===== config.mk =====
export PLATFORM = sky130hd
export DESIGN_NAME = arp_cache_responder
export DESIGN_NICKNAME = d
export VERILOG_FILES = /design/src/design/acr_pkg.sv /design/src/design/acr_cache.sv /design/src/design/acr_seq.sv /design/src/design/arp_cache_responder.sv
export SDC_FILE = /design/constraint.sdc
export NUM_CORES = 2
export LEC_CHECK = 0
export BUFFER_PORTS_ARGS = -buffer_cell sky130_fd_sc_hd__buf_2
export CORE_ASPECT_RATIO = 1.2
export CORE_MARGIN = 5
export CORE_UTILIZATION = 60
export CTS_CLUSTER_DIAMETER = 200
export DETAILED_ROUTE_END_ITERATION = 16
export GPL_TIMING_DRIVEN = 0
export PLACE_DENSITY = 0.91
export REMOVE_ABC_BUFFERS = 1
export SLEW_MARGIN = 20
export SYNTH_ARGS = -nofsm -noshare
export SYNTH_HDL_FRONTEND = slang
export SYNTH_SLANG_ARGS = --single-unit

===== constraint.sdc =====
create_clock -name i_clk -period 14.05 [get_ports i_clk]
set_input_delay 1.405 -clock i_clk [delete_from_list [all_inputs] [get_ports i_clk]]
set_output_delay 1.405 -clock i_clk [all_outputs]
set_load 0.1 [all_outputs]

===== src/design/acr_pkg.sv =====
package acr_pkg;

    // Item kinds carried on the mode field
    typedef enum logic [1:0] {
        MODE_RX    = 2'd0,
        MODE_QUERY = 2'd1,
        MODE_SEND  = 2'd2
    } t_mode;

    // Sequencer states
    typedef enum logic [1:0] {
        ST_IDLE,
        ST_SCAN,
        ST_DONE
    } t_state;

    // Register select on paddr[3]
    typedef enum logic {
        REG_LOCAL_IP  = 1'b0,
        REG_LOCAL_MAC = 1'b1
    } t_reg;

    localparam logic [15:0] MIN_PKT_LEN = 16'd28;
    localparam logic [15:0] RX_OP_REQUEST = 16'd1;
    localparam logic [1:0]  TX_OP_REQUEST = 2'd1;
    localparam logic [1:0]  TX_OP_REPLY   = 2'd2;
    localparam logic [47:0] BCAST_MAC     = 48'hFFFF_FFFF_FFFF;

    // Registered read data of one cache entry
    typedef struct packed {
        logic        entry_valid;
        logic [31:0] ip;
        logic [47:0] mac;
    } t_cache_rd;

    // Write of one binding
    typedef struct packed {
        logic        en;
        logic [31:0] ip;
        logic [47:0] mac;
    } t_cache_wr;

endpackage


===== src/design/acr_cache.sv =====
module acr_cache
    import acr_pkg::*;
#(
    parameter int CACHE_ENTRIES = 16,
    parameter int IDX_W = 4
) (
    input  logic             i_clk,
    input  logic             i_rst_n,
    input  logic [IDX_W-1:0] i_rd_addr,
    output t_cache_rd        o_rd,
    input  logic [IDX_W-1:0] i_wr_addr,
    input  t_cache_wr        i_wr
);

    logic [31:0]              r_ip_mem  [CACHE_ENTRIES];
    logic [47:0]              r_mac_mem [CACHE_ENTRIES];
    logic [CACHE_ENTRIES-1:0] r_valid;
    t_cache_rd                r_rd;

    // Write the binding storage; payload needs no reset
    always_ff @(posedge i_clk) begin
        if (i_wr.en) begin
            r_ip_mem[i_wr_addr]  <= i_wr.ip;
            r_mac_mem[i_wr_addr] <= i_wr.mac;
        end
    end

    // Clear valid bits at reset, set on write
    always_ff @(posedge i_clk) begin
        if (!i_rst_n) begin
            r_valid <= '0;
        end else if (i_wr.en) begin
            r_valid[i_wr_addr] <= 1'b1;
        end
    end

    // Register the read port every cycle
    always_ff @(posedge i_clk) begin
        r_rd.entry_valid <= r_valid[i_rd_addr];
        r_rd.ip          <= r_ip_mem[i_rd_addr];
        r_rd.mac         <= r_mac_mem[i_rd_addr];
    end

    assign o_rd = r_rd;

endmodule


===== src/design/acr_seq.sv =====
module acr_seq
    import acr_pkg::*;
#(
    parameter int CACHE_ENTRIES = 16,
    parameter int IDX_W = 4
) (
    input  logic             i_clk,
    input  logic             i_rst_n,
    // request channel
    input  logic             i_in_valid,
    output logic             o_in_stall,
    input  logic [1:0]       i_in_mode,
    input  logic [15:0]      i_in_packet_length,
    input  logic [15:0]      i_in_rx_opcode,
    input  logic [31:0]      i_in_rx_sender_ip,
    input  logic [47:0]      i_in_rx_sender_mac,
    input  logic [31:0]      i_in_tgt_ip,
    input  logic [31:0]      i_in_query_ip,
    input  logic [31:0]      i_local_ip,
    // result channel
    output logic             o_out_valid,
    input  logic             i_out_stall,
    output logic             o_out_send_packet,
    output logic [1:0]       o_out_send_opcode,
    output logic [47:0]      o_out_dest_mac,
    output logic [47:0]      o_out_send_target_mac,
    output logic [31:0]      o_out_send_tgt_ip,
    output logic             o_out_lookup_hit,
    output logic [47:0]      o_out_lookup_mac,
    // cache port
    output logic [IDX_W-1:0] o_rd_addr,
    input  t_cache_rd        i_rd,
    output logic [IDX_W-1:0] o_wr_addr,
    output t_cache_wr        o_wr
);

    localparam int CNT_W = IDX_W + 1;
    localparam logic [CNT_W-1:0] LAST_CNT = CNT_W'(CACHE_ENTRIES);

    t_state           r_state, n_state;
    logic [1:0]       r_mode;
    logic             r_live;
    logic             r_reply;
    logic [31:0]      r_key;
    logic [31:0]      r_sip;
    logic [47:0]      r_smac;
    logic [31:0]      r_tip;
    logic [CNT_W-1:0] r_idx;
    logic             r_pend;
    logic [IDX_W-1:0] r_pidx;
    logic             r_hit;
    logic [47:0]      r_lmac;

    logic             r_o_valid;
    logic             r_o_send_packet;
    logic [1:0]       r_o_send_opcode;
    logic [47:0]      r_o_dest_mac;
    logic [47:0]      r_o_send_target_mac;
    logic [31:0]      r_o_send_tgt_ip;
    logic             r_o_lookup_hit;
    logic [47:0]      r_o_lookup_mac;

    logic accept;
    logic issue;
    logic key_match;
    logic qualify;
    logic found;
    logic scan_end;
    logic out_free;
    logic load_out;
    logic scan_go;

    // Shared comparator and entry qualification
    assign key_match = (i_rd.ip == r_key);
    always_comb begin
        if (r_mode == MODE_QUERY) begin
            qualify = i_rd.entry_valid && key_match;
        end else begin
            qualify = !i_rd.entry_valid || key_match;
        end
    end

    assign out_free = !r_o_valid || !i_out_stall;
    assign scan_go  = !((i_in_mode == MODE_RX) && (i_in_packet_length < MIN_PKT_LEN))
                      && ((i_in_mode == MODE_RX) || (i_in_mode == MODE_QUERY));

    // Next state
    always_comb begin
        n_state = r_state;
        case (r_state)
            ST_IDLE: begin
                if (i_in_valid) begin
                    n_state = scan_go ? ST_SCAN : ST_DONE;
                end
            end
            ST_SCAN: begin
                if (found || scan_end) begin
                    n_state = ST_DONE;
                end
            end
            ST_DONE: begin
                if (out_free) begin
                    n_state = ST_IDLE;
                end
            end
            default: n_state = ST_IDLE;
        endcase
    end

    // Sequencer outputs
    always_comb begin
        o_in_stall = 1'b1;
        accept     = 1'b0;
        issue      = 1'b0;
        found      = 1'b0;
        scan_end   = 1'b0;
        load_out   = 1'b0;
        case (r_state)
            ST_IDLE: begin
                o_in_stall = 1'b0;
                accept     = i_in_valid;
            end
            ST_SCAN: begin
                found    = r_pend && qualify;
                scan_end = !r_pend && (r_idx == LAST_CNT);
                issue    = !found && (r_idx < LAST_CNT);
            end
            ST_DONE: begin
                load_out = out_free;
            end
            default: o_in_stall = 1'b1;
        endcase
    end

    assign o_rd_addr = r_idx[IDX_W-1:0];
    assign o_wr_addr = r_pidx;
    assign o_wr.en   = found && (r_mode == MODE_RX);
    assign o_wr.ip   = r_sip;
    assign o_wr.mac  = r_smac;

    // State register
    always_ff @(posedge i_clk) begin
        if (!i_rst_n) begin
            r_state <= ST_IDLE;
        end else begin
            r_state <= n_state;
        end
    end

    // Capture the request
    always_ff @(posedge i_clk) begin
        if (accept) begin
            r_mode  <= i_in_mode;
            r_live  <= !((i_in_mode == MODE_RX) && (i_in_packet_length < MIN_PKT_LEN));
            r_reply <= (i_in_rx_opcode == RX_OP_REQUEST) && (i_in_tgt_ip == i_local_ip);
            r_key   <= (i_in_mode == MODE_QUERY) ? i_in_query_ip : i_in_rx_sender_ip;
            r_sip   <= i_in_rx_sender_ip;
            r_smac  <= i_in_rx_sender_mac;
            r_tip   <= i_in_tgt_ip;
        end
    end

    // Advance the scan counter and the compare stage
    always_ff @(posedge i_clk) begin
        if (!i_rst_n) begin
            r_idx  <= '0;
            r_pend <= 1'b0;
        end else if (accept) begin
            r_idx  <= '0;
            r_pend <= 1'b0;
        end else begin
            r_pend <= issue;
            if (issue) begin
                r_idx <= r_idx + CNT_W'(1);
            end
        end
    end

    always_ff @(posedge i_clk) begin
        if (issue) begin
            r_pidx <= r_idx[IDX_W-1:0];
        end
    end

    // Hold the lookup result
    always_ff @(posedge i_clk) begin
        if (accept) begin
            r_hit  <= 1'b0;
            r_lmac <= '0;
        end else if (found && (r_mode == MODE_QUERY)) begin
            r_hit  <= 1'b1;
            r_lmac <= i_rd.mac;
        end
    end

    // Output register valid
    always_ff @(posedge i_clk) begin
        if (!i_rst_n) begin
            r_o_valid <= 1'b0;
        end else if (load_out) begin
            r_o_valid <= 1'b1;
        end else if (!i_out_stall) begin
            r_o_valid <= 1'b0;
        end
    end

    // Build the result
    always_ff @(posedge i_clk) begin
        if (load_out) begin
            r_o_send_packet     <= 1'b0;
            r_o_send_opcode     <= '0;
            r_o_dest_mac        <= '0;
            r_o_send_target_mac <= '0;
            r_o_send_tgt_ip     <= '0;
            r_o_lookup_hit      <= 1'b0;
            r_o_lookup_mac      <= '0;
            if (r_live) begin
                case (r_mode)
                    MODE_RX: begin
                        if (r_reply) begin
                            r_o_send_packet     <= 1'b1;
                            r_o_send_opcode     <= TX_OP_REPLY;
                            r_o_dest_mac        <= r_smac;
                            r_o_send_target_mac <= r_smac;
                            r_o_send_tgt_ip     <= r_sip;
                        end
                    end
                    MODE_QUERY: begin
                        r_o_lookup_hit <= r_hit;
                        r_o_lookup_mac <= r_lmac;
                    end
                    MODE_SEND: begin
                        r_o_send_packet <= 1'b1;
                        r_o_send_opcode <= TX_OP_REQUEST;
                        r_o_dest_mac    <= BCAST_MAC;
                        r_o_send_tgt_ip <= r_tip;
                    end
                    default: r_o_send_packet <= 1'b0;
                endcase
            end
        end
    end

    assign o_out_valid           = r_o_valid;
    assign o_out_send_packet     = r_o_send_packet;
    assign o_out_send_opcode     = r_o_send_opcode;
    assign o_out_dest_mac        = r_o_dest_mac;
    assign o_out_send_target_mac = r_o_send_target_mac;
    assign o_out_send_tgt_ip     = r_o_send_tgt_ip;
    assign o_out_lookup_hit      = r_o_lookup_hit;
    assign o_out_lookup_mac      = r_o_lookup_mac;

endmodule


===== src/design/arp_cache_responder.sv =====
// A send request, a dropped packet or an unused mode goes from idle straight to the
// done state; a received packet or resolve query first scans the cache, which reads
// one entry per cycle through one read port and comparator. A new request is taken
// only after the previous result enters the output register, so result stalls hold it off.
// Reset (synchronous, active low) invalidates all cache entries at once and
// clears local_ip and local_mac; no clearing pass is needed.
module arp_cache_responder
    import acr_pkg::*;
#(
    parameter int CACHE_ENTRIES = 16
) (
    input  logic        i_clk,
    input  logic        i_rst_n,
    // configuration
    input  logic        psel,
    input  logic        penable,
    input  logic        pwrite,
    input  logic [3:0]  paddr,
    input  logic [63:0] pwdata,
    output logic [63:0] prdata,
    output logic        pready,
    // request channel
    input  logic        i_in_valid,
    output logic        o_in_stall,
    input  logic [1:0]  i_in_mode,
    input  logic [15:0] i_in_packet_length,
    input  logic [15:0] i_in_rx_opcode,
    input  logic [31:0] i_in_rx_sender_ip,
    input  logic [47:0] i_in_rx_sender_mac,
    input  logic [31:0] i_in_tgt_ip,
    input  logic [31:0] i_in_query_ip,
    // result channel
    output logic        o_out_valid,
    input  logic        i_out_stall,
    output logic        o_out_send_packet,
    output logic [1:0]  o_out_send_opcode,
    output logic [47:0] o_out_dest_mac,
    output logic [47:0] o_out_send_target_mac,
    output logic [31:0] o_out_send_tgt_ip,
    output logic        o_out_lookup_hit,
    output logic [47:0] o_out_lookup_mac
);

    localparam int IDX_W = (CACHE_ENTRIES > 1) ? $clog2(CACHE_ENTRIES) : 1;

    logic [31:0]      r_local_ip;
    logic [47:0]      r_local_mac;
    logic             cfg_wr;
    logic [IDX_W-1:0] rd_addr;
    logic [IDX_W-1:0] wr_addr;
    t_cache_rd        cache_rd;
    t_cache_wr        cache_wr;

    // Configuration registers
    assign pready = 1'b1;
    assign cfg_wr = psel && penable && pwrite && pready;

    always_ff @(posedge i_clk) begin
        if (!i_rst_n) begin
            r_local_ip  <= '0;
            r_local_mac <= '0;
        end else if (cfg_wr) begin
            case (t_reg'(paddr[3]))
                REG_LOCAL_IP:  r_local_ip  <= pwdata[31:0];
                REG_LOCAL_MAC: r_local_mac <= pwdata[47:0];
                default:       r_local_ip  <= r_local_ip;
            endcase
        end
    end

    always_comb begin
        case (t_reg'(paddr[3]))
            REG_LOCAL_IP:  prdata = {32'd0, r_local_ip};
            REG_LOCAL_MAC: prdata = {16'd0, r_local_mac};
            default:       prdata = '0;
        endcase
    end

    acr_cache #(
        .CACHE_ENTRIES (CACHE_ENTRIES),
        .IDX_W         (IDX_W)
    ) u_cache (
        .i_clk     (i_clk),
        .i_rst_n   (i_rst_n),
        .i_rd_addr (rd_addr),
        .o_rd      (cache_rd),
        .i_wr_addr (wr_addr),
        .i_wr      (cache_wr)
    );

    acr_seq #(
        .CACHE_ENTRIES (CACHE_ENTRIES),
        .IDX_W         (IDX_W)
    ) u_seq (
        .i_clk                 (i_clk),
        .i_rst_n               (i_rst_n),
        .i_in_valid            (i_in_valid),
        .o_in_stall            (o_in_stall),
        .i_in_mode             (i_in_mode),
        .i_in_packet_length    (i_in_packet_length),
        .i_in_rx_opcode        (i_in_rx_opcode),
        .i_in_rx_sender_ip     (i_in_rx_sender_ip),
        .i_in_rx_sender_mac    (i_in_rx_sender_mac),
        .i_in_tgt_ip           (i_in_tgt_ip),
        .i_in_query_ip         (i_in_query_ip),
        .i_local_ip            (r_local_ip),
        .o_out_valid           (o_out_valid),
        .i_out_stall           (i_out_stall),
        .o_out_send_packet     (o_out_send_packet),
        .o_out_send_opcode     (o_out_send_opcode),
        .o_out_dest_mac        (o_out_dest_mac),
        .o_out_send_target_mac (o_out_send_target_mac),
        .o_out_send_tgt_ip     (o_out_send_tgt_ip),
        .o_out_lookup_hit      (o_out_lookup_hit),
        .o_out_lookup_mac      (o_out_lookup_mac),
        .o_rd_addr             (rd_addr),
        .i_rd                  (cache_rd),
        .o_wr_addr             (wr_addr),
        .o_wr                  (cache_wr)
    );

endmodule


==> results_dict.tcl <==
set metrics [dict create \
    cts_buffers 169 \
    part_of_the_total_power_dissipated_in_combinational_logic_pct 6.0 \
    critical_path_peak_fanout 32 \
    multi_input_gate_area_in_the_final_layout_um2 15000 \
    clock_tree.htree_level_count 4 \
    finalHoldViolCount 0 \
    syn_area_per_cell_um2 20.6 \
    vias_per_cell 6.67 \
    detail_route.iter0.violations 5726 \
    synthDistinctLibCells 46 \
    io_pins 500 \
    cts_tree "built" \
    setup_ws_ns 8.29 \
    route.antenna.remaining_nets 0 \
    max_slew_margin_vs_limit_pct 37.2 \
    run_status "finished clean" \
    seq_area_um2 53100 \
    hpwlAfterDp_um 115000 \
    average_routed_wire_per_standard_cell_um 33.0 \
    die_area_um2 121000 \
    fmaxAchievable_mhz 174 \
    cellPowerDensity_nw_per_um2 144 \
    fin_setup_tns_ns 0 \
    first_pass_grt_wire_length_um 272000 \
    synth.ff_latch_count 1847 \
    worstSetupEndpointType "register" \
    groute.layer.met3.usage_pct 6.84 \
    clkLatencyLatePin_ns 0.81 \
    finalWeightedCongestion 0.852 \
    final_core_occ_pct 71.3 \
    cts_hold_buf 0 \
    final_min_period_over_clock_period_pct 41.0 \
    placementRows 136 \
    fill_cells 5969 \
    netlist_area_um2 68700 \
    ys_dominant_reg_cell "sky130_fd_sc_hd__edfxtp_1" \
    worstPathArrival_ns 6.24 \
    first_global_vias 39386 \
    grtUsageMet1_pct 38.1 \
    cap_violations 0 \
    worstPathRequired_ns 14.53 \
    total_congestion_overflow 0 \
    grt_antenna_before_repair 12 \
    dp_slack_ns 8.61 \
    synth-seq-area-share_pct 77.3 \
    final_cell_mix "1612 x sky130_fd_sc_hd__edfxtp_1, 472 x sky130_fd_sc_hd__buf_2, 405 x sky130_fd_sc_hd__mux4_2" \
    number_of_flops_mapped_to_enable_cells_by_yosys 1612 \
    reg2reg_slack_ns 8.29 \
    ys.warnings.count 0 \
    via_count 38330 \
    fp.dieH_um 381 \
    grt-busiest-layer "met2" \
    die_w_um 319 \
    placed_cells_incl_taps 5411 \
    drive_above_1_share_pct 36.2 \
    grt_util_met2_pct 52.5 \
    cts_root_buffer "sky130_fd_sc_hd__clkbuf_16" \
    clkPwrFrac_pct 40.8 \
    route.final.wire_length_um 189000 \
    area_delta_synth_final_pct 18.5 \
    max_slew.worst_pin.slew_ns 0.939 \
    vdd_ir_drop_max_uv 105 \
    internal_pwr_total_uw 8990 \
    cts-resized-gates 0 \
    power_frac_seq_pct 53.2 \
    clk_pin_slew_worst_paths_ns 0.07 \
    rsz_0062_raised_after_global_routing "false" \
    cts_num_sinks 1847 \
    skew_ns 0.0321 \
    syn-instance-count 3330 \
    netlist_top_cells_area "sky130_fd_sc_hd__edfxtp_1 70%, sky130_fd_sc_hd__mux4_2 13%, sky130_fd_sc_hd__dfxtp_1 6.8%, sky130_fd_sc_hd__mux2_2 1.0%, sky130_fd_sc_hd__and2_1 1.0%" \
    post-synth-top-area-cell "sky130_fd_sc_hd__edfxtp_1" \
    ys_async_sr_fraction_pct 0 \
    sw_frac_of_total_pct 23.1 \
    drc 0 \
    initial_core_util_pct 60.2 \
    setup_viol 0 \
    cts-root-to-sink-buffers 3 \
    pin_count_of_the_biggest_net_entering_global_routing 75 \
    power_leakage_uw 0.0274 \
    cts_setup_buffers 0 \
    critical_path_class "register to register" \
    hold_path.class "register to register" \
    p_sw_uw 2710 \
    final_cell_count_no_fill 5743 \
    startpoint_kind_of_the_worst_setup_timing_path "register" \
    finalWorstPathRequiredPeriod_ns 5.76 \
    yosys.area.top_type_share_pct 70.4 \
    drtPass1Iterations 6 \
    core_um2 114000 \
    global_route.usage.total_pct 30.8 \
    report.final.slew_viol_count 0 \
    nets 4318 \
    port_buffers 461 \
    final_common_cell "sky130_fd_sc_hd__edfxtp_1" \
]
==> logic make-up (layout without fill, tap and decap cells) <==
group | after synthesis | after routing | share of synthesized area [%]
compound gates | 199 | 199 | 2.08
mux | 518 | 518 | 15.0
other cells | 2 | 31 | 0.0109
simple gates | 494 | 494 | 3.49
fa+ha+maj | 1 | 1 | 0.0182
flops | 1847 | 1847 | 77.3
xor+xnor | 64 | 64 | 0.815
buf+inv | 205 | 1071 | 1.29
==> stage by stage <==
| stage | cell area, um^2 | total power (uW) | hold WS, ns |
|---|---|---|---|
| 6_report | 81400 | 11700 | 0.450 |
| 5_1_grt | 81400 | 12000 | 0.479 |
| 4_1_cts | 81400 | 11700 | 0.453 |
| 3_5_place_dp | 75700 | 7010 | 0.442 |
| 3_3_place_gp | 72100 | 7060 | 0.429 |
| 2_1_floorplan | 67900 | 6830 | 0.418 |
==> Yosys cell counts, drive strengths merged (4+ instances only) <==
library cell / instances
xnor2: 4
a21boi: 81
inv: 7
a22oi: 32
nor2b: 7
mux2i: 49
nor4: 28
nor2: 94
dfxtp: 235
o21a: 49
edfxtp: 1612
xor2: 60
nand2: 188
and2: 115
o21ai: 19
clkbuf: 128
nor3: 10
nand2b: 8
a21oi: 8
mux2: 64
nand4: 13
nand3: 17
buf: 70
o211ai: 4
mux4: 405
==> flip-flops by register name (all words and copies together) (netlist names), 2 cells and up <==
| name | count |
|---|---|
| r_local_mac | 48 |
| u_seq.r_key | 32 |
| u_cache.o_rd | 81 |
| u_seq.r_idx | 5 |
| u_seq.r_sip | 32 |
| u_cache.r_valid | 16 |
| u_seq.r_mode | 2 |
| u_seq.r_tip | 32 |
| u_seq.r_lmac | 48 |
| u_seq.r_state | 2 |
| u_seq.o_out_lookup_mac | 48 |
| u_seq.o_wr_addr | 4 |
| u_seq.r_smac | 48 |
| u_seq.o_out_dest_mac | 48 |
| u_seq.o_out_send_tgt_ip | 32 |
| u_seq.o_out_send_opcode | 2 |
| u_seq.o_out_send_target_mac | 48 |
| u_cache.r_ip_mem | 512 |
| r_local_ip | 32 |
| u_cache.r_mac_mem | 768 |
==> final cells by class <==
type,instances,area share [%]
tap,1518,2.33
multi-input combinational,1293,18.4
timing repair buffer,746,6.90
inverter,7,0.0415
clock inverter,98,1.27
clock buffer,220,5.76
antenna,14,0.0430
sequential,1847,65.2
==> power groups by stage <==
stage / logic [uW] / clock network, uW / registers [uW]
after floorplan: 284 / 0 / 6550
after global placement: 680 / 0 / 6380
after detailed placement: 681 / 0 / 6330
after CTS: 695 / 4800 / 6220
after global routing: 720 / 5050 / 6230
final: 698 / 4770 / 6220
==> final timing paths <==
check	startpoint	to	cells after the start
setup / recovery	u_seq.r_key[24]	u_cache.r_mac_mem[1][20]	13
hold / removal	u_cache.o_rd[41]	u_seq.r_lmac[41]	2
setup reg to reg	u_seq.r_key[24]	u_cache.r_mac_mem[1][20]	13
hold reg to reg	u_cache.o_rd[41]	u_seq.r_lmac[41]	2
==> worst max-delay path: stages, from the launching register on <==
cell and delay, ns:
sky130_fd_sc_hd__edfxtp_1 0.45, sky130_fd_sc_hd__xor2_1 0.22, sky130_fd_sc_hd__nor4_1 0.74, sky130_fd_sc_hd__nand4_1 0.46, sky130_fd_sc_hd__o21a_2 0.40, sky130_fd_sc_hd__or4_4 0.74
sky130_fd_sc_hd__nor4_2 0.72, sky130_fd_sc_hd__buf_2 0.32, sky130_fd_sc_hd__buf_4 0.20, sky130_fd_sc_hd__buf_2 0.23, sky130_fd_sc_hd__buf_2 0.26, sky130_fd_sc_hd__buf_2 0.24
sky130_fd_sc_hd__buf_4 0.19, sky130_fd_sc_hd__buf_2 0.22
==> metal layers <==
metal,wire length (um),part of all wire (%)
met2,97100,51
met1,61300,32
met5,0,0
met3,19200,10
met4,11600,6.1
Note: power is estimated with default switching activity, not from simulation.
